`config.mk`:
```
export PLATFORM = sky130hd
export DESIGN_NAME = bubble_sort_ascending_top
export DESIGN_NICKNAME = d
export VERILOG_FILES = /design/src/hdl/bss_pkg.sv /design/src/hdl/bubble_sort_ascending_top.sv /design/src/hdl/bss_ram.sv /design/src/hdl/bss_cmp.sv
export SDC_FILE = /design/constraint.sdc
export NUM_CORES = 1
export LEC_CHECK = 0
export ABC_AREA = 1
export BUFFER_PORTS_ARGS = -buffer_cell sky130_fd_sc_hd__buf_4
export CAP_MARGIN = 20
export CELL_PAD_IN_SITES_DETAIL_PLACEMENT = 0
export CELL_PAD_IN_SITES_GLOBAL_PLACEMENT = 1
export CORE_MARGIN = 4
export CORE_UTILIZATION = 45
export DETAILED_ROUTE_END_ITERATION = 10
export PLACE_DENSITY = 0.71
export SYNTH_ARGS = -nofsm -noshare
export SYNTH_HDL_FRONTEND = slang
export SYNTH_SLANG_ARGS = --single-unit
```
`constraint.sdc`:
```
create_clock -name clk -period 6.82 [get_ports clk]
set_clock_uncertainty 0.1 [all_clocks]
set_input_delay 0.682 -clock clk [delete_from_list [all_inputs] [get_ports clk]]
set_output_delay 0.682 -clock clk [all_outputs]
set_load 0.1 [all_outputs]
```
`src/hdl/bss_pkg.sv`:
```
package bss_pkg;

	// element width and default set capacity
	localparam int unsigned DATA_W        = 32;
	localparam int unsigned MAX_COUNT_DEF = 16;

	// input transfer payload
	typedef struct packed {
		logic signed [DATA_W-1:0] value;
		logic                     last_item;
	} in_item_t;

	// output transfer payload
	typedef struct packed {
		logic signed [DATA_W-1:0] sorted_value;
		logic                     last_result;
	} out_item_t;

	// compare/exchange unit result
	typedef struct packed {
		logic [DATA_W-1:0] lo;
		logic [DATA_W-1:0] hi;
		logic              swap;
	} cmp_res_t;

	// sequencer states
	typedef enum logic [3:0] {
		S_COLLECT,
		S_LOAD,
		S_FIRST,
		S_READ,
		S_CMP,
		S_TAIL,
		S_OUT_RD,
		S_OUT_LD
	} state_t;

endpackage

```
`src/hdl/bubble_sort_ascending_top.sv`:
```
// Collects signed 32-bit values one transfer at a time into an on-chip buffer of
// MAX_COUNT entries; a transfer marked last_item, or the one that fills the buffer,
// closes the set. The set is then sorted ascending with bubble passes and streamed
// out smallest first, last_result on the final value. in_ready is high only while
// a set is being collected, one value per cycle. Sorting a set of n values (n >= 2)
// takes (n-1) passes; every pass walks the buffer through the single RAM read
// port, one registered read and one compare/exchange per element, with the larger
// value carried along in a register. Each output value is read, then loaded into
// the output register once it is free. A set of one value skips the sort.
module bubble_sort_ascending_top #(
	parameter int unsigned MAX_COUNT = bss_pkg::MAX_COUNT_DEF
) (
	input  logic              clk,
	input  logic              arst_n,
	input  logic              in_valid,
	output logic              in_ready,
	input  bss_pkg::in_item_t in_data,
	output logic              out_valid,
	input  logic              out_ready,
	output bss_pkg::out_item_t out_data
);

	localparam int unsigned AW = $clog2(MAX_COUNT);
	localparam int unsigned CW = $clog2(MAX_COUNT + 1);

	bss_pkg::state_t state_q, state_d;

	logic [CW-1:0] count_q, count_d;
	logic [AW-1:0] idx_q, idx_d;
	logic [AW-1:0] pass_q, pass_d;
	logic [bss_pkg::DATA_W-1:0] carry_q, carry_d;

	logic                       we;
	logic [AW-1:0]              waddr;
	logic [bss_pkg::DATA_W-1:0] wdata;
	logic [AW-1:0]              raddr;
	logic [bss_pkg::DATA_W-1:0] rdata;

	bss_pkg::cmp_res_t cmp_res;

	logic              in_xfer;
	logic              out_load;
	logic              out_valid_q;
	bss_pkg::out_item_t out_q;

	logic [CW-1:0] count_inc;
	logic [CW-1:0] n_minus1;
	logic [CW-1:0] n_minus2;
	logic          idx_at_end;

	// element buffer
	bss_ram #(
		.WIDTH(bss_pkg::DATA_W),
		.DEPTH(MAX_COUNT)
	) u_ram (
		.clk  (clk),
		.we   (we),
		.waddr(waddr),
		.wdata(wdata),
		.raddr(raddr),
		.rdata(rdata)
	);

	// shared compare/exchange unit
	bss_cmp u_cmp (
		.carry  (carry_q),
		.fetched(rdata),
		.res    (cmp_res)
	);

	assign in_xfer    = in_valid && in_ready;
	assign count_inc  = count_q + CW'(1);
	assign n_minus1   = count_q - CW'(1);
	assign n_minus2   = count_q - CW'(2);
	assign idx_at_end = (CW'(idx_q) == n_minus1);

	// state register
	always_ff @(posedge clk or negedge arst_n) begin
		if (!arst_n) begin
			state_q <= bss_pkg::S_COLLECT;
			count_q <= '0;
			idx_q   <= '0;
			pass_q  <= '0;
		end else begin
			state_q <= state_d;
			count_q <= count_d;
			idx_q   <= idx_d;
			pass_q  <= pass_d;
		end
	end

	// carried element, no reset needed
	always_ff @(posedge clk) begin
		carry_q <= carry_d;
	end

	// sequencer: next state, counters and buffer access
	always_comb begin
		state_d  = state_q;
		count_d  = count_q;
		idx_d    = idx_q;
		pass_d   = pass_q;
		carry_d  = carry_q;
		in_ready = 1'b0;
		we       = 1'b0;
		waddr    = idx_q;
		wdata    = carry_q;
		raddr    = idx_q;
		out_load = 1'b0;
		case (state_q)
			bss_pkg::S_COLLECT: begin
				in_ready = 1'b1;
				waddr    = count_q[AW-1:0];
				wdata    = in_data.value;
				we       = in_xfer;
				if (in_xfer) begin
					count_d = count_inc;
					if (in_data.last_item || count_inc == CW'(MAX_COUNT)) begin
						idx_d  = '0;
						pass_d = '0;
						if (count_q == '0) begin
							state_d = bss_pkg::S_OUT_RD;
						end else begin
							state_d = bss_pkg::S_LOAD;
						end
					end
				end
			end
			bss_pkg::S_LOAD: begin
				raddr   = '0;
				state_d = bss_pkg::S_FIRST;
			end
			bss_pkg::S_FIRST: begin
				carry_d = rdata;
				idx_d   = AW'(1);
				state_d = bss_pkg::S_READ;
			end
			bss_pkg::S_READ: begin
				raddr   = idx_q;
				state_d = bss_pkg::S_CMP;
			end
			bss_pkg::S_CMP: begin
				// smaller value drops one place left, larger travels on
				we      = 1'b1;
				waddr   = idx_q - AW'(1);
				wdata   = cmp_res.lo;
				carry_d = cmp_res.hi;
				if (idx_at_end) begin
					state_d = bss_pkg::S_TAIL;
				end else begin
					idx_d   = idx_q + AW'(1);
					state_d = bss_pkg::S_READ;
				end
			end
			bss_pkg::S_TAIL: begin
				// largest of this pass lands in the last slot
				we    = 1'b1;
				waddr = n_minus1[AW-1:0];
				wdata = carry_q;
				idx_d = '0;
				if (CW'(pass_q) == n_minus2) begin
					state_d = bss_pkg::S_OUT_RD;
				end else begin
					pass_d  = pass_q + AW'(1);
					state_d = bss_pkg::S_LOAD;
				end
			end
			bss_pkg::S_OUT_RD: begin
				raddr   = idx_q;
				state_d = bss_pkg::S_OUT_LD;
			end
			bss_pkg::S_OUT_LD: begin
				// hold the read address until the output register frees up
				raddr = idx_q;
				if (!out_valid_q || out_ready) begin
					out_load = 1'b1;
					if (idx_at_end) begin
						count_d = '0;
						idx_d   = '0;
						state_d = bss_pkg::S_COLLECT;
					end else begin
						idx_d   = idx_q + AW'(1);
						state_d = bss_pkg::S_OUT_RD;
					end
				end
			end
			default: begin
				state_d = bss_pkg::S_COLLECT;
			end
		endcase
	end

	// output register
	always_ff @(posedge clk or negedge arst_n) begin
		if (!arst_n) begin
			out_valid_q <= 1'b0;
		end else if (out_load) begin
			out_valid_q <= 1'b1;
		end else if (out_ready) begin
			out_valid_q <= 1'b0;
		end
	end

	always_ff @(posedge clk) begin
		if (out_load) begin
			out_q.sorted_value <= rdata;
			out_q.last_result  <= idx_at_end;
		end
	end

	assign out_valid = out_valid_q;
	assign out_data  = out_q;

`ifndef SYNTHESIS
	// set size never exceeds the buffer
	a_count_bound: assert property (@(posedge clk) disable iff (!arst_n)
		count_q <= CW'(MAX_COUNT))
		else $error("element count above capacity");

	// compare step always writes a slot left of the fetched one
	a_cmp_idx: assert property (@(posedge clk) disable iff (!arst_n)
		state_q == bss_pkg::S_CMP |-> idx_q != '0)
		else $error("compare step at index zero");

	// a last-marked transfer closes the set
	a_last_closes: assert property (@(posedge clk) disable iff (!arst_n)
		in_valid && in_ready && in_data.last_item |=> !in_ready)
		else $error("set not closed after last item");
`endif

endmodule

```
`src/hdl/bss_ram.sv`:
```
module bss_ram #(
	parameter int unsigned WIDTH = 32,
	parameter int unsigned DEPTH = 16
) (
	input  logic                     clk,
	input  logic                     we,
	input  logic [$clog2(DEPTH)-1:0] waddr,
	input  logic [WIDTH-1:0]         wdata,
	input  logic [$clog2(DEPTH)-1:0] raddr,
	output logic [WIDTH-1:0]         rdata
);

	logic [WIDTH-1:0] mem [DEPTH];

	// one write port, registered read port
	always_ff @(posedge clk) begin
		if (we) begin
			mem[waddr] <= wdata;
		end
		rdata <= mem[raddr];
	end

endmodule

```
`src/hdl/bss_cmp.sv`:
```
module bss_cmp (
	input  logic [bss_pkg::DATA_W-1:0] carry,
	input  logic [bss_pkg::DATA_W-1:0] fetched,
	output bss_pkg::cmp_res_t          res
);

	// signed compare; the larger value keeps moving right
	always_comb begin
		res.swap = $signed(carry) > $signed(fetched);
		res.lo   = res.swap ? fetched : carry;
		res.hi   = res.swap ? carry : fetched;
	end

endmodule
```
* Word-level counts from Yosys, hierarchy flattened
Memory sizes are Yosys's and may differ from the RTL's. A register that Yosys moved wholly into a read port is not among the register bits.
Cells that the tools add are included.
** Cells by class
- $add $sub $neg :: 6
- Magnitude comparators :: 1
- Eq/ne operators :: 17
- Multiplexer cells :: 34
- Reduce and logical (&&, ||, !) cells :: 17
** Operators by type and width (count)
- case mux 32 bit (2 select lines) :: 2
- 2-to-1 mux 32 bit :: 2
- 2-to-1 mux 4 bit :: 10
- > comparator 32 bit :: 1
- case mux 4 bit (8 select lines) :: 1
- case mux 4 bit (5 select lines) :: 1
- == test 4 x 3 -> 1 bit, second input constant :: 4
- 2-to-1 mux 5 bit :: 3
- inequality test 2 bit, second input constant :: 7
- 2-to-1 mux 3 bit :: 4
- case mux 4 bit (3 select lines) :: 1
- == test 4 x 5 -> 1 bit :: 2
- case mux 5 bit (2 select lines) :: 1
- adder 4 x 1 -> 4 bit, second input constant :: 2
- == test 4 x 2 -> 1 bit, second input constant :: 2
- case mux 4 bit (2 select lines) :: 1
- AND reduction 4 bit :: 2
- nonzero test 2 bit :: 4
- 2-to-1 mux 1 bit :: 7
- adder 5 x 1 -> 5 bit, second input constant :: 1
- == test 5 bit, second input constant :: 1
- zero test 5 bit :: 1
- AND reduction 5 bit :: 1
- nonzero test 5 bit :: 1
- 12 further kinds :: 13
** Storage, ports and cells
- Bits in registers :: 83
- Memory bits (writable) :: 512
- Input bits :: 37
- Output and inout port bits :: 35
- Word-level logic and storage cells :: 84
- Memories kept :: 1
** Memory list
- u_ram.mem :: words 16, width 32, rd ports 1, clocked after memory_dff 1, write ports 1, line bss_ram.sv:13 : logic [WIDTH-1:0] mem [DEPTH];

* Logic depth before layout (Yosys ltp)
Gate-level depths: netlist of run 1.
- Depth after elaboration :: 6
- Gate-level depth with buffers :: 19
- Gate-level depth less buffers :: 19

* Modules after synthesis
A second synthesis of run 1 with hierarchy kept.
** Second synthesis, totals
- Cells, all modules :: 3040
- Area, all modules :: 29194.2 µm²
** By module, submodules not included
- bss_ram :: instances 1, cells an instance 2120, area an instance 22730.6 µm², sequential area each 16015.4 µm²
- bubble_sort_ascending_top :: instances 1, cells an instance 551, area an instance 4501.8 µm², sequential area each 2377.3 µm²
- bss_cmp :: instances 1, cells an instance 369, area an instance 1961.9 µm², sequential area each 0.0 µm²

* Least setup slack after synthesis of run 1
OpenSTA, ideal clock, no wires.
- Kind :: reg2reg
- Start :: register state_q[1]
- End :: memory u_ram.mem[10][0] (enable)
- Setup time :: 421 ps
- Data arrival time :: 2958 ps
- Data required time :: 6299 ps
- Setup slack :: 3341 ps
- Cell stages (with the launch flop) :: 12
- Buffers on the path :: 1
- Clock period less this slack :: 3479 ps
- Cells stage by stage :: dfrtp_1 > nor2_2 > inv_2 > nor2_1 > buf_2 > o21ai_0 > a21o_1 > o2111ai_1 > o21ai_1 > inv_1 > nand2_1 > nor2_1
** Between the ends
- Longest elaborated chain between the ends :: 6
- Elaborated cells between the ends (all ways) :: 10
- Classes of those cells :: 2 x eq/ne; 5 x mux; 3 x reduce/logical
** RTL lines
- start: declaration :: line bubble_sort_ascending_top.sv:26 : bss_pkg::state_t state_q, state_d;
- start signal: assignment :: line bubble_sort_ascending_top.sv:80 : state_q <= bss_pkg::S_COLLECT;
- start signal: assignment :: line bubble_sort_ascending_top.sv:85 : state_q <= state_d;
- zero test 4 bit :: line bubble_sort_ascending_top.sv:110 : case (state_q)
- 2-to-1 mux 1 bit :: line bubble_sort_ascending_top.sv:110
- logical AND 1 bit :: line bubble_sort_ascending_top.sv:71 : assign in_xfer = in_valid && in_ready;
- case mux 1 bit (2 select lines) :: line bubble_sort_ascending_top.sv:110
- 2-to-1 mux 1 bit :: line bss_ram.sv:17 : if (we) begin
- 2-to-1 mux 1 bit (implied by the code) :: line bss_ram.sv:18 : mem[waddr] <= wdata;
- end: declaration :: line bss_ram.sv:13
Parallel ways exist; a longest one is shown, timed or not.

* Worst setup path in the final report of run 1
- Start :: register state_q[1]
- End :: memory u_ram.mem[4][25] (enable)
Same word-level chain as after synthesis.

==> key figures, run 1 <==
Timing
  – Max Freq: between 200 and 250 MHz
  – Min Clock Period, post-route: around 4.3 ns
  – Setup violations, final: 0
  – Slew Viols, Final: 0
  – Worst Tran Pin Value: 1.082 ns
  – RSZ-0062 raised after global routing: false
  – Tcrit/Tclk final: 0.6233
  – Final setup TNS: 0 ns
  – Max_slew headroom: 0.2772
  – WHS: between 0.2 and 0.3 ns
  – Final hold violations: 0

CTS
  – Post_cts resized: 0
  – TritonCTS clock tree: done
  – CTS Root Cell: clkbuf_16
  – Clock slew at reported path FFs: roughly 0.060 ns
  – H-tree levels: 2
  – CTS sink cnt: about 630
  – Worst-skew pair later-pin latency: 0.63 ns
  – Num CTS Buffers: 61
  – Max clock buf depth: 3

Logic synthesis
  – Top FF cell, synth: edfxtp_1
  – Ys async rst share: 0.02716
  – Post-Synthesis Cell Area: between 20000 and 30000 µm²
  – Synth Instances: 2188
  – Area share of the leading cell type in the synthesized netlist: 0.6639
  – Seq cells post-synth: roughly 630
  – Synth unique cells: between 40 and 50
  – Syn avg cell area: 11.93 µm²
  – Number of synthesized flops with an enable pin: roughly 580
  – Area contributors post-synth: edfxtp_1 66%, nor2_1 8.3%, o311ai_0 3.5%
  – Commonest cells in the netlist: 577 x edfxtp_1, 577 x nor2_1, 210 x nand2_1, 179 x o21ai_0, 107 x inv_1
  – Seq/Total Area, Yosys: 0.7048
  – Syn_nets: between 2000 and 2500
  – Top cell type by total area after synthesis: edfxtp_1
  – Synth warn: 0

Floorplanning
  – Die footprint: about 62000 µm²
  – Std cell rows: 88
  – Top Ports: 72
  – Initial core utilization: 0.4532
  – Die Ht: 248.8 µm
  – Die Span X: approximately 250 µm
  – Core Area: ~58000 µm²

Route
  – Residual DRC: 0
  – DRT Pass-1 Iters: 5
  – Final wirelength: approximately 68 mm
  – Met2 wire length: 31.26 mm
  – Detail Route Antenna Nets: 0
  – Vias: around 17000
  – Wl on met1: 30.77 mm
  – Vias per std cell: ~5.5
  – Detailed Route Iter0 Violations: about 1600
  – Routed wl met3: ~5 mm
  – Average wire per standard cell: between 20 and 25 µm
  – DR top layer: met4

Global routing
  – Initial antenna violation count: 3
  – Number of global-route vias before repair: about 16000
  – Pin count of the biggest net entering global routing: between 100 and 150
  – Grt total ovfl: 0
  – First-pass GRT wire length: approximately 100 mm
  – All-Layer GR Usage: 0.2151

Power and ir drop
  – Pwr per Cell Area: 505.4 nW/µm²
  – Static leakage: around 11 nW
  – VDD IR max: roughly 0.00044 V

Outcome
  – Status: complete, no violations

Cells and area
  – Number of nets in the layout: ~2300
  – Utilization after layout: 0.5161
  – Finished Layout Cells: approximately 3100
  – Share of cells above drive strength 1: 0.1119
  – Synth-to-Final Area Change: 13.88%

Worst hold path
  – Hold crit path type: in -> reg

Worst setup path
  – Crit path kind: reg -> reg
  – Crit path max fanout: 37
  – CP endpoint kind: flip-flop
  – WP data required: roughly 7 ns
  – CP Data Arrival Time: 4.43 ns
  – Nature of the critical path startpoint: flip-flop

Place
  – Port Buf Inserts: 71
  – Final Wtd Congestion: 0.8374
  – Post-DP HPWL: ~40 mm
  – Placed Instances: 2950

Job
  – Max cap viols: 0
cell type report:
type                    count  area (µm²)
clock inverters            40       382.9
fillers                  4937       27860
inverters                 113       432.9
flip-flops and latches    626       18400
well taps                 765       957.2
repair buffers            126        1056
multi-input cells        1326        6862
clock buffers              75        1632
diodes                      1       2.502
cells by family after synthesis:
group           Yosys count  share of synthesized area
simple gates            891                     0.1356
flops                   626                     0.7048
fa+ha+maj                41                    0.01966
xor+xnor                 16                   0.005369
buf+inv                 236                    0.03907
compound gates          378                    0.09555
flip-flops by register name (all words and copies together), names as in the netlist:
signal,cells
idx_q,4
state_q,3
out_data,33
count_q,5
out_valid,1
u_ram.mem,512
carry_q,32
u_ram.rdata,32
pass_q,4
repair_timing:
item                      in CTS  in global routing
hold buffers                   1                  0
buffers inserted               0                  0
hold endpoints to repair      17                  0
worst max-delay path, stage by stage (launching register included):
cell and delay, ns:
dfrtp_1 0.46, nor2_2 0.13, buf_4 0.35, inv_2 0.12
nor2_4 0.70, inv_2 0.22, o21ai_0 0.24, a31oi_1 0.06
o21a_1 0.17, inv_1 0.09, nand2_1 0.23, nor2_4 0.53
buf_4 0.46
where the power goes:
part	total (mW)	switching, mW	internal, mW
logic	5.36	4.06	1.31
registers	6.25	0.384	5.87
clock network	3.41	1.42	1.99
layer usage:
layer	up-vias	track usage
met5	-	0
met3	70	0.02902
li1	7937	-
met4	0	0.05466
met1	8317	0.3235
met2	608	0.3338
through the flow:
| step | setup slack, ns | power (mW) | area (µm²) |
|---|---|---|---|
| final | 2.569 | 15.02 | 29720 |
| after global routing | 2.249 | 15.88 | 29720 |
| after CTS | 2.429 | 15.09 | 29670 |
| after detailed placement | 2.449 | 11.68 | 27640 |
| after global placement | 2.564 | 11.57 | 27500 |
| after floorplan | 3.341 | 9.524 | 26100 |
cells in the final DEF (no fill, tap or decap), types with 4 or more instances in the layout:
cell       synthesis  final
a21oi_1           20     20
inv_1            107    105
buf_4             13    117
dfrtp_1           17     16
edfxtp_1         577    577
xnor2_1            4      4
buf_12             0      7
o311ai_0         103    103
nor2_4             4     22
o21bai_2           0      6
bufinv_16          0      8
nor2_1           577    559
clkinv_1           0     17
o21bai_1          31     25
nand2_1          210    208
o21ai_0          179    179
xor2_1            12     12
clkbuf_1          55     11
nand3_1           81     80
clkbuf_16          0     63
clkinv_2           0     15
ha_1              41     41
dfxtp_1           32     32
o21a_1             5      5
nor3_1             5      5
nand4_1            6      6
inv_2              5      5
o311ai_1          23     23
final timing paths:
path                            startpoint  cells after the start          endpoint  slack [ns]
min                              out_ready                      4         out_valid        0.26
max reg2reg                     state_q[1]                     12  u_ram.mem[4][25]        2.57
min in group asynchronous           arst_n                      2        count_q[0]        0.37
max in group asynchronous           arst_n                      2          idx_q[0]        6.03
max                             state_q[1]                     12  u_ram.mem[4][25]        2.57
min reg2reg                u_ram.rdata[21]                      0       carry_q[21]        0.38
(Power assumes the default switching activity.)
==> run 2: changes to the inputs <==
Clock period 6.82 ns to 4.1 ns, I/O delays scaled along.
==> run 2 against run 1 <==
Effect of this change: clock-buffer cell count is 2 higher; setup slack worse by 1.6 ns; power is 69% higher; die area stayed put; highest routed layer is now met5.
==> key figures, run 2 (synthesis results as in run 1) <==
Outcome
  – Status: complete, no violations (unchanged)

CTS
  – CTS Root Cell: clkbuf_16 (unchanged)
  – CTS sink cnt: 626 (unchanged)
  – Max clock buf depth: 3 (unchanged)
  – H-tree levels: 2 (unchanged)
  – Clock slew at reported path FFs: 0.06 ns (about the same)
  – Num CTS Buffers: 61 (unchanged)
  – Post_cts resized: 0 (unchanged)
  – TritonCTS clock tree: done (unchanged)
  – Worst-skew pair later-pin latency: 0.64 ns (was 0.63 ns)
  – Postcts setup bufs: 0 (unchanged)
  – Hold-fix buffers, CTS: 2 (was 1)

Route
  – Detail Route Antenna Nets: 0 (unchanged)
  – DRT Pass-1 Iters: 5 (unchanged)
  – Final wirelength: 71.40 mm (was 68.09 mm)
  – Residual DRC: 0 (unchanged)
  – Detailed Route Iter0 Violations: 1578 (was 1585)
  – Average wire per standard cell: 23.02 µm (was 22.16 µm)
  – Vias: 17493 (was 16932)
  – Vias per std cell: 5.639 (was 5.512)

Floorplanning
  – Die Ht: 248.8 µm (unchanged)
  – Die Span X: 248.8 µm (unchanged)
  – Die footprint: 61910 µm² (unchanged)
  – Std cell rows: 88 (unchanged)
  – Top Ports: 72 (unchanged)
  – Initial core utilization: 0.4532 (unchanged)
  – Core Area: 57590 µm² (unchanged)

Cells and area
  – Synth-to-Final Area Change: 15.32% (was 13.88%)
  – Most common cell after layout, fill and taps aside: edfxtp_1 (unchanged)
  – Utilization after layout: 0.5226 (was 0.5161)
  – Reg with most FFs: u_ram.mem (unchanged)
  – Most frequent cells in the layout: 577 x edfxtp_1, 559 x nor2_1, 208 x nand2_1 (unchanged)
  – Share of cells above drive strength 1: 0.1259 (was 0.1119)
  – Fill cells: 4896 (was 4937)
  – Number of nets in the layout: 2367 (was 2332)
  – Largest register FFs: 512 (unchanged)

Place
  – Post-DP HPWL: 40.42 mm (was 40.27 mm)
  – Worst slack, placed: 0.8527 ns (was 2.449 ns)
  – Port Buf Inserts: 71 (unchanged)
  – Final Wtd Congestion: 0.8474 (was 0.8374)

Timing
  – Final hold violations: 0 (unchanged)
  – Tcrit/Tclk final: 0.7705 (was 0.6233)
  – Worst Tran Pin Value: 0.8980 ns (was 1.082 ns)
  – Setup violations, final: 0 (unchanged)
  – Final setup TNS: 0 ns (unchanged)
  – RSZ-0062 raised after global routing: false (unchanged)
  – Slew Viols, Final: 0 (unchanged)
  – Final worst slack: 0.9409 ns (was 2.569 ns)
  – Min Clock Period, post-route: 3.159 ns (was 4.251 ns)
  – Max_slew headroom: 0.4013 (was 0.2772)
  – Max Freq: 316.5 MHz (was 235.3 MHz)

Power and ir drop
  – Pwr per Cell Area: 845.2 nW/µm² (was 505.4 nW/µm²)
  – VDD IR max: 0.0009440 V (was 0.0004350 V)
  – Static leakage: 10.79 nW (was 10.58 nW)

Global routing
  – Pin count of the biggest net entering global routing: 127 (was 111)
  – Number of global-route vias before repair: 16803 (was 16244)
  – Met1 Use GR: 0.3268 (was 0.3235)
  – Grt total ovfl: 0 (unchanged)
  – Met2 GRT Util: 0.3610 (was 0.3338)
  – M3 GR Usage: 0.03351 (was 0.02902)
  – GR peak layer: met2 (unchanged)
  – All-Layer GR Usage: 0.2256 (was 0.2151)
  – First-pass GRT wire length: 107.4 mm (was 102.8 mm)
  – Initial antenna violation count: 3 (unchanged)

Job
  – Max cap viols: 0 (unchanged)

Worst setup path
  – CP bufs+invs: 2 (was 5)
  – Crit path kind: reg -> reg (unchanged)
  – Crit-path slowest cell: inv_1 (was nor2_4)
  – CP endpoint kind: flip-flop (unchanged)
  – Reg2reg setup slack: 0.94 ns (was 2.57 ns)
  – Slowest cell delay on critical path: 0.42 ns (was 0.70 ns)
  – Crit-path leading delay family: simple AND/OR/NAND/NOR gates (unchanged)
  – Nature of the critical path startpoint: flip-flop (unchanged)
  – Worst path most repeated cell: nand2_1
  – WP data required: 4.37 ns (was 7.00 ns)
  – CP Data Arrival Time: 3.43 ns (was 4.43 ns)
  – Crit path max fanout: 58 (was 37)
  – Crit path cell chain: ha_1 -> a21oi_1 -> o21a_1 -> nand2_1 -> a21oi_1 -> nand3_1 -> nand3_2 -> buf_12 -> nand2_1 -> nand3_1 -> nand2_1 -> inv_1 (was nor2_2 -> buf_4 -> inv_2 -> nor2_4 -> inv_2 -> o21ai_0 -> a31oi_1 -> o21a_1 -> inv_1 -> nand2_1 -> nor2_4 -> buf_4)

Worst hold path
  – Hold crit path type: in -> async (was in -> reg)
==> run 2: changes by cell type in the layout (fill, tap and decap cells not counted), moves of 2 or more <==
cell        previous run  this run
buf_4                117       146
clkinv_1              17         2
buf_12                 7        13
o21bai_1              25        31
o21bai_2               6         0
clkinvlp_4             0         5
bufinv_16              8        11
clkinv_2              15        12
clkbuf_1              11        13
clkbuf_16             63        61
clkbuf_8               1         3
==> run 2: cell type report <==
class / instances / area, µm² / area share
Clock inverter: 33 / 476.7 / 0.01584
Multi-Input combinational cell: 1326 / 6839 / 0.2272
Inverter: 113 / 430.4 / 0.01430
Timing Repair Buffer: 161 / 1376 / 0.04573
Clock buffer: 77 / 1617 / 0.05371
Antenna cell: 1 / 2.502 / 0.00008315
Sequential cell: 626 / 18400 / 0.6113
Tap cell: 765 / 957.2 / 0.03180
==> run 2: metrics by stage <==
stage          instance area (µm²)  hold slack, ns  total power, mW  std cells
6_report                     30100         0.09064            25.44       3102
5_1_grt                      30090          0.1022            26.82       3101
4_1_cts                      30090         0.06170            25.54       3100
3_5_place_dp                 27970          0.1941            19.63       2988
3_3_place_gp                 27940          0.1938            19.44       2985
2_1_floorplan                26100         0.01441            15.84       2188
==> run 2: final timing paths <==
kind,startpoint,depth (start not counted),endpoint
min in group clk,in_data[0],5,state_q[1]
worst min-delay path,arst_n,2,count_q[0]
worst max register to register,carry_q[31],12,u_ram.mem[7][15]
max in group asynchronous,arst_n,2,idx_q[0]
worst min register to register,u_ram.rdata[19],0,carry_q[19]
worst max-delay path,carry_q[31],12,u_ram.mem[7][15]
==> run 2: layer usage <==
| metal | share of wire | wire length [µm] |
|---|---|---|
| met3 | 0.073 | 5235 |
| met4 | 0.018 | 1318 |
| met1 | 0.44 | 31680 |
| met5 | 0.00038 | 27 |
| met2 | 0.46 | 33140 |
==> run 2: power by group <==
group	switching (mW)	internal, mW
Sequential	0.568	9.74
Combinational	6.86	2.38
Clock	2.41	3.48
==> run 2: worst reg2reg max path, cell delays in order, from the launching register on <==
cell and delay [ns]:
edfxtp_1 0.41, ha_1 0.39, a21oi_1 0.20, o21a_1 0.16
nand2_1 0.07, a21oi_1 0.16, nand3_1 0.13, nand3_2 0.22
buf_12 0.30, nand2_1 0.09, nand3_1 0.08, nand2_1 0.17
inv_1 0.43
==> run 3: changes to the inputs <==
Settings changed: ABC_AREA 1 to 0.
Clock period 4.1 ns to 2.97 ns, I/O delays scaled along.
==> run 3 against run 2 <==
Effect of this change: the run now ends with negative setup slack left; die area grew 1.9%; first-iteration DRC count is 52% higher; clock-buffer cell count grew 15; core utilization grew 4.3 points; setup slack lost 0.96 ns.
==> key figures, run 3 <==
Route
  – Routed wl met3: 7.325 mm (was 5.235 mm)
  – Final wirelength: 82.83 mm (was 71.40 mm)
  – Detailed Route Iter0 Violations: 2406 (was 1578)
  – Residual DRC: 0 (unchanged)
  – Wl on met1: 34.20 mm (was 31.68 mm)
  – Average wire per standard cell: 25.49 µm (was 23.02 µm)
  – Vias per std cell: 5.993 (was 5.639)
  – Met2 wire length: 39.09 mm (was 33.14 mm)
  – Detail Route Antenna Nets: 0 (unchanged)
  – DRT Pass-1 Iters: 6 (was 5)
  – DR top layer: met4 (was met5)
  – Vias: 19476 (was 17493)

Worst setup path
  – Crit path cell chain: ha_4 -> nand4_1 -> buf_4 -> nor4_4 -> a311oi_4 -> nand2_2 -> o22ai_4 -> buf_12 -> a221o_1 -> buf_6 (was ha_1 -> a21oi_1 -> o21a_1 -> nand2_1 -> a21oi_1 -> nand3_1 -> nand3_2 -> buf_12 -> nand2_1 -> nand3_1 -> nand2_1 -> inv_1)
  – Crit-path slowest cell: edfxtp_1 (was inv_1)
  – Crit-path leading delay family: compound AO/OA/AOI/OAI gates (was simple AND/OR/NAND/NOR gates)
  – CP endpoint kind: flip-flop (unchanged)
  – Crit path max fanout: 35 (was 58)
  – WP data required: 3.21 ns (was 4.37 ns)
  – CP bufs+invs: 3 (was 2)
  – Crit path kind: reg -> reg (unchanged)
  – CP Data Arrival Time: 3.24 ns (was 3.43 ns)
  – Slowest cell delay on critical path: 0.46 ns (was 0.42 ns)
  – Nature of the critical path startpoint: flip-flop (unchanged)

Timing
  – Final hold violations: 0 (unchanged)
  – Final worst slack: -0.02237 ns (was 0.9409 ns)
  – RSZ-0062 raised after global routing: true (was false)
  – Max_slew headroom: 0.3426 (was 0.4013)
  – Max Freq: 334.2 MHz (was 316.5 MHz)
  – Worst Tran Pin Value: 0.9861 ns (was 0.8980 ns)
  – Slew Viols, Final: 0 (unchanged)
  – Setup violations, final: 125 (was 0)
  – Min Clock Period, post-route: 2.992 ns (was 3.159 ns)
  – Tcrit/Tclk final: 1.008 (was 0.7705)
  – WHS: 0.03704 ns (was 0.09064 ns)

Power and ir drop
  – Clk network pwr share: 0.203 (was 0.232)
  – Static leakage: 11.67 nW (was 10.79 nW)
  – Pwr Total: 40.66 mW (was 25.44 mW)
  – Sw Pwr: 15.71 mW (was 9.831 mW)
  – Pwr per Cell Area: 1237 nW/µm² (was 845.2 nW/µm²)
  – Internal power: 24.95 mW (was 15.60 mW)
  – VDD IR max: 0.0008115 V (was 0.0009440 V)
  – Combinational Power Share: 0.443 (was 0.363)
  – Seq pwr share: 0.354 (was 0.405)
  – Sw frac: 0.3865 (about the same)

Floorplanning
  – Top Ports: 72 (unchanged)
  – Std cell rows: 88 (unchanged)
  – Die Span X: 251.2 µm (was 248.8 µm)
  – Initial core utilization: 0.4577 (was 0.4532)
  – Core Area: 58140 µm² (was 57590 µm²)
  – Die Ht: 251.2 µm (was 248.8 µm)
  – Die footprint: 63080 µm² (was 61910 µm²)

CTS
  – H-tree levels: 3 (was 2)
  – Clock slew at reported path FFs: 0.06 ns (about the same)
  – Max clock buf depth: 3 (unchanged)
  – CTS sink cnt: 626 (unchanged)
  – Num CTS Buffers: 68 (was 61)
  – Worst-skew pair later-pin latency: 0.60 ns (was 0.64 ns)
  – CTS Root Cell: clkbuf_16 (unchanged)
  – TritonCTS clock tree: done (unchanged)

Place
  – Placed Instances: 3089 (was 2988)
  – Post-DP HPWL: 44.63 mm (was 40.42 mm)
  – Port Buf Inserts: 71 (unchanged)
  – Final Wtd Congestion: 0.8265 (was 0.8474)
  – Cell area after placement: 29830 µm² (was 27970 µm²)

Logic synthesis
  – Area share of the leading cell type in the synthesized netlist: 0.6512 (was 0.6639)
  – Commonest cells in the netlist: 577 x edfxtp_1, 298 x nor2_1, 293 x nand2_1, 215 x a21oi_1, 119 x o21ai_0 (was 577 x edfxtp_1, 577 x nor2_1, 210 x nand2_1, 179 x o21ai_0, 107 x inv_1)
  – Number of synthesized flops with an enable pin: 577 (unchanged)
  – Top FF cell, synth: edfxtp_1 (unchanged)
  – Top cell type by total area after synthesis: edfxtp_1 (unchanged)
  – Syn avg cell area: 12.07 µm² (was 11.93 µm²)
  – Synth warn: 0 (unchanged)
  – Syn_nets: 2283 (was 2266)
  – Seq/Total Area, Yosys: 0.6912 (was 0.7048)
  – Synth unique cells: 65 (was 45)
  – Area contributors post-synth: edfxtp_1 65%, nor2_1 4.2%, nand2_1 4.1% (was edfxtp_1 66%, nor2_1 8.3%, o311ai_0 3.5%)
  – Post-Synthesis Cell Area: 26610 µm² (was 26100 µm²)
  – Most frequent cell after synthesis: edfxtp_1
  – Seq cells post-synth: 626 (unchanged)
  – Synth Instances: 2205 (was 2188)
  – Ys async rst share: 0.02716 (unchanged)

Cells and area
  – Reg with most FFs: u_ram.mem (unchanged)
  – Number of nets in the layout: 2512 (was 2367)
  – Synth-to-Final Area Change: 23.55% (was 15.32%)
  – Largest register FFs: 512 (unchanged)
  – Most common cell after layout, fill and taps aside: edfxtp_1 (unchanged)
  – Area of the multi-input gates: 8257 µm² (was 6839 µm²)
  – Final design area excluding fillers: 32880 µm² (was 30100 µm²)
  – Area occupied by registers: 18410 µm² (was 18400 µm²)
  – Finished Layout Cells: 3250 (was 3102)
  – Most frequent cells in the layout: 577 x edfxtp_1, 290 x nand2_1, 279 x nor2_1 (was 577 x edfxtp_1, 559 x nor2_1, 208 x nand2_1)
  – Diodes inserted: 0 (was 1)
  – Utilization after layout: 0.5655 (was 0.5226)
  – Share of cells above drive strength 1: 0.2028 (was 0.1259)
  – Fill cells: 4756 (was 4896)

Global routing
  – All-Layer GR Usage: 0.2507 (was 0.2256)
  – Grt total ovfl: 0 (unchanged)
  – Pin count of the biggest net entering global routing: 129 (was 127)
  – Initial antenna violation count: 0 (was 3)
  – Number of global-route vias before repair: 18184 (was 16803)
  – First-pass GRT wire length: 117.9 mm (was 107.4 mm)

Job
  – Max cap viols: 0 (unchanged)

Outcome
  – Failing checks: negative setup slack
  – Status: complete, but fails checks (was complete, no violations)

Worst hold path
  – Hold crit path type: in -> reg (was in -> async)
run 3: cell types whose count changed in the layout (fill, tap and decap cells not counted), moves of 82 or more:
cell      previous run  this run
a21oi_1             20       211
o311ai_0           103         0
nand2_1            208       290
a31oi_1              2        99
nor2_1             559       279
buf_4              146       238
run 3: timing repair:
action                                 CTS  global route
hold buffers                             4             0
buffers inserted                        12             8
resized for setup                       45            45
endpoints found under the hold margin   20             0
pin swaps                               18            29
setup endpoints to repair              525           910
gates cloned                             2            15
run 3: cells by family after synthesis:
group / count (synthesis) / synth area share
flip-flops: 626 / 0.6912
AO/OA/AOI/OAI: 635 / 0.1478
multiplexers: 4 / 0.001646
buffers and inverters: 201 / 0.03094
AND/OR/NAND/NOR: 688 / 0.1058
adder cells (fa/ha/maj): 41 / 0.01928
XOR/XNOR: 10 / 0.003291
run 3: stage by stage:
step / setup TNS (ns) / setup WS (ns)
after floorplan: -12.39 / -0.3873
after global placement: -21.59 / -0.08214
after detailed placement: -72.37 / -0.2505
after CTS: 0 / 0.001847
after global routing: -43.46 / -0.1326
final: -1.481 / -0.02237
run 3: final timing paths:
kind                                       from               to  slack, ns  cells after the start
worst max register to register      carry_q[23]  u_ram.mem[5][7]      -0.02                     10
max in group asynchronous                arst_n         idx_q[1]       0.80                      4
worst min register to register  u_ram.rdata[24]      carry_q[24]       0.45                      1
min in group asynchronous                arst_n       state_q[1]       0.48                      3
worst max-delay path                carry_q[23]  u_ram.mem[5][7]      -0.02                     10
worst min-delay path                  out_ready        out_valid       0.04                      3
run 3: metal layers:
layer | global-route usage | vias up
li1 | - | 8722
met1 | 0.3456 | 9647
met2 | 0.4048 | 947
met4 | 0.08195 | 0
met5 | 0 | -
met3 | 0.04862 | 160
run 3: worst min-delay path: stages:
cell	delay, ns
buf_4	0.07
nand2b_1	0.22
nand2_1	0.08
run 3: power groups by stage:
stage | combinational (mW) | sequential [mW] | clock [mW]
6_report | 18.0 | 14.4 | 8.26
2_1_floorplan | 8.57 | 15.1 | 0
3_3_place_gp | 15.7 | 14.5 | 0
3_5_place_dp | 15.9 | 14.5 | 0
4_1_cts | 16.5 | 14.4 | 8.39
5_1_grt | 19.3 | 14.5 | 8.78
run 3: area by class of cell:
class / count / area share
tap: 765 / 0.02912
sequential: 626 / 0.5599
clock buffer: 92 / 0.05766
clock inverter: 29 / 0.008411
multi-input combinational: 1393 / 0.2512
inverter: 47 / 0.005366
timing repair buffer: 298 / 0.08841
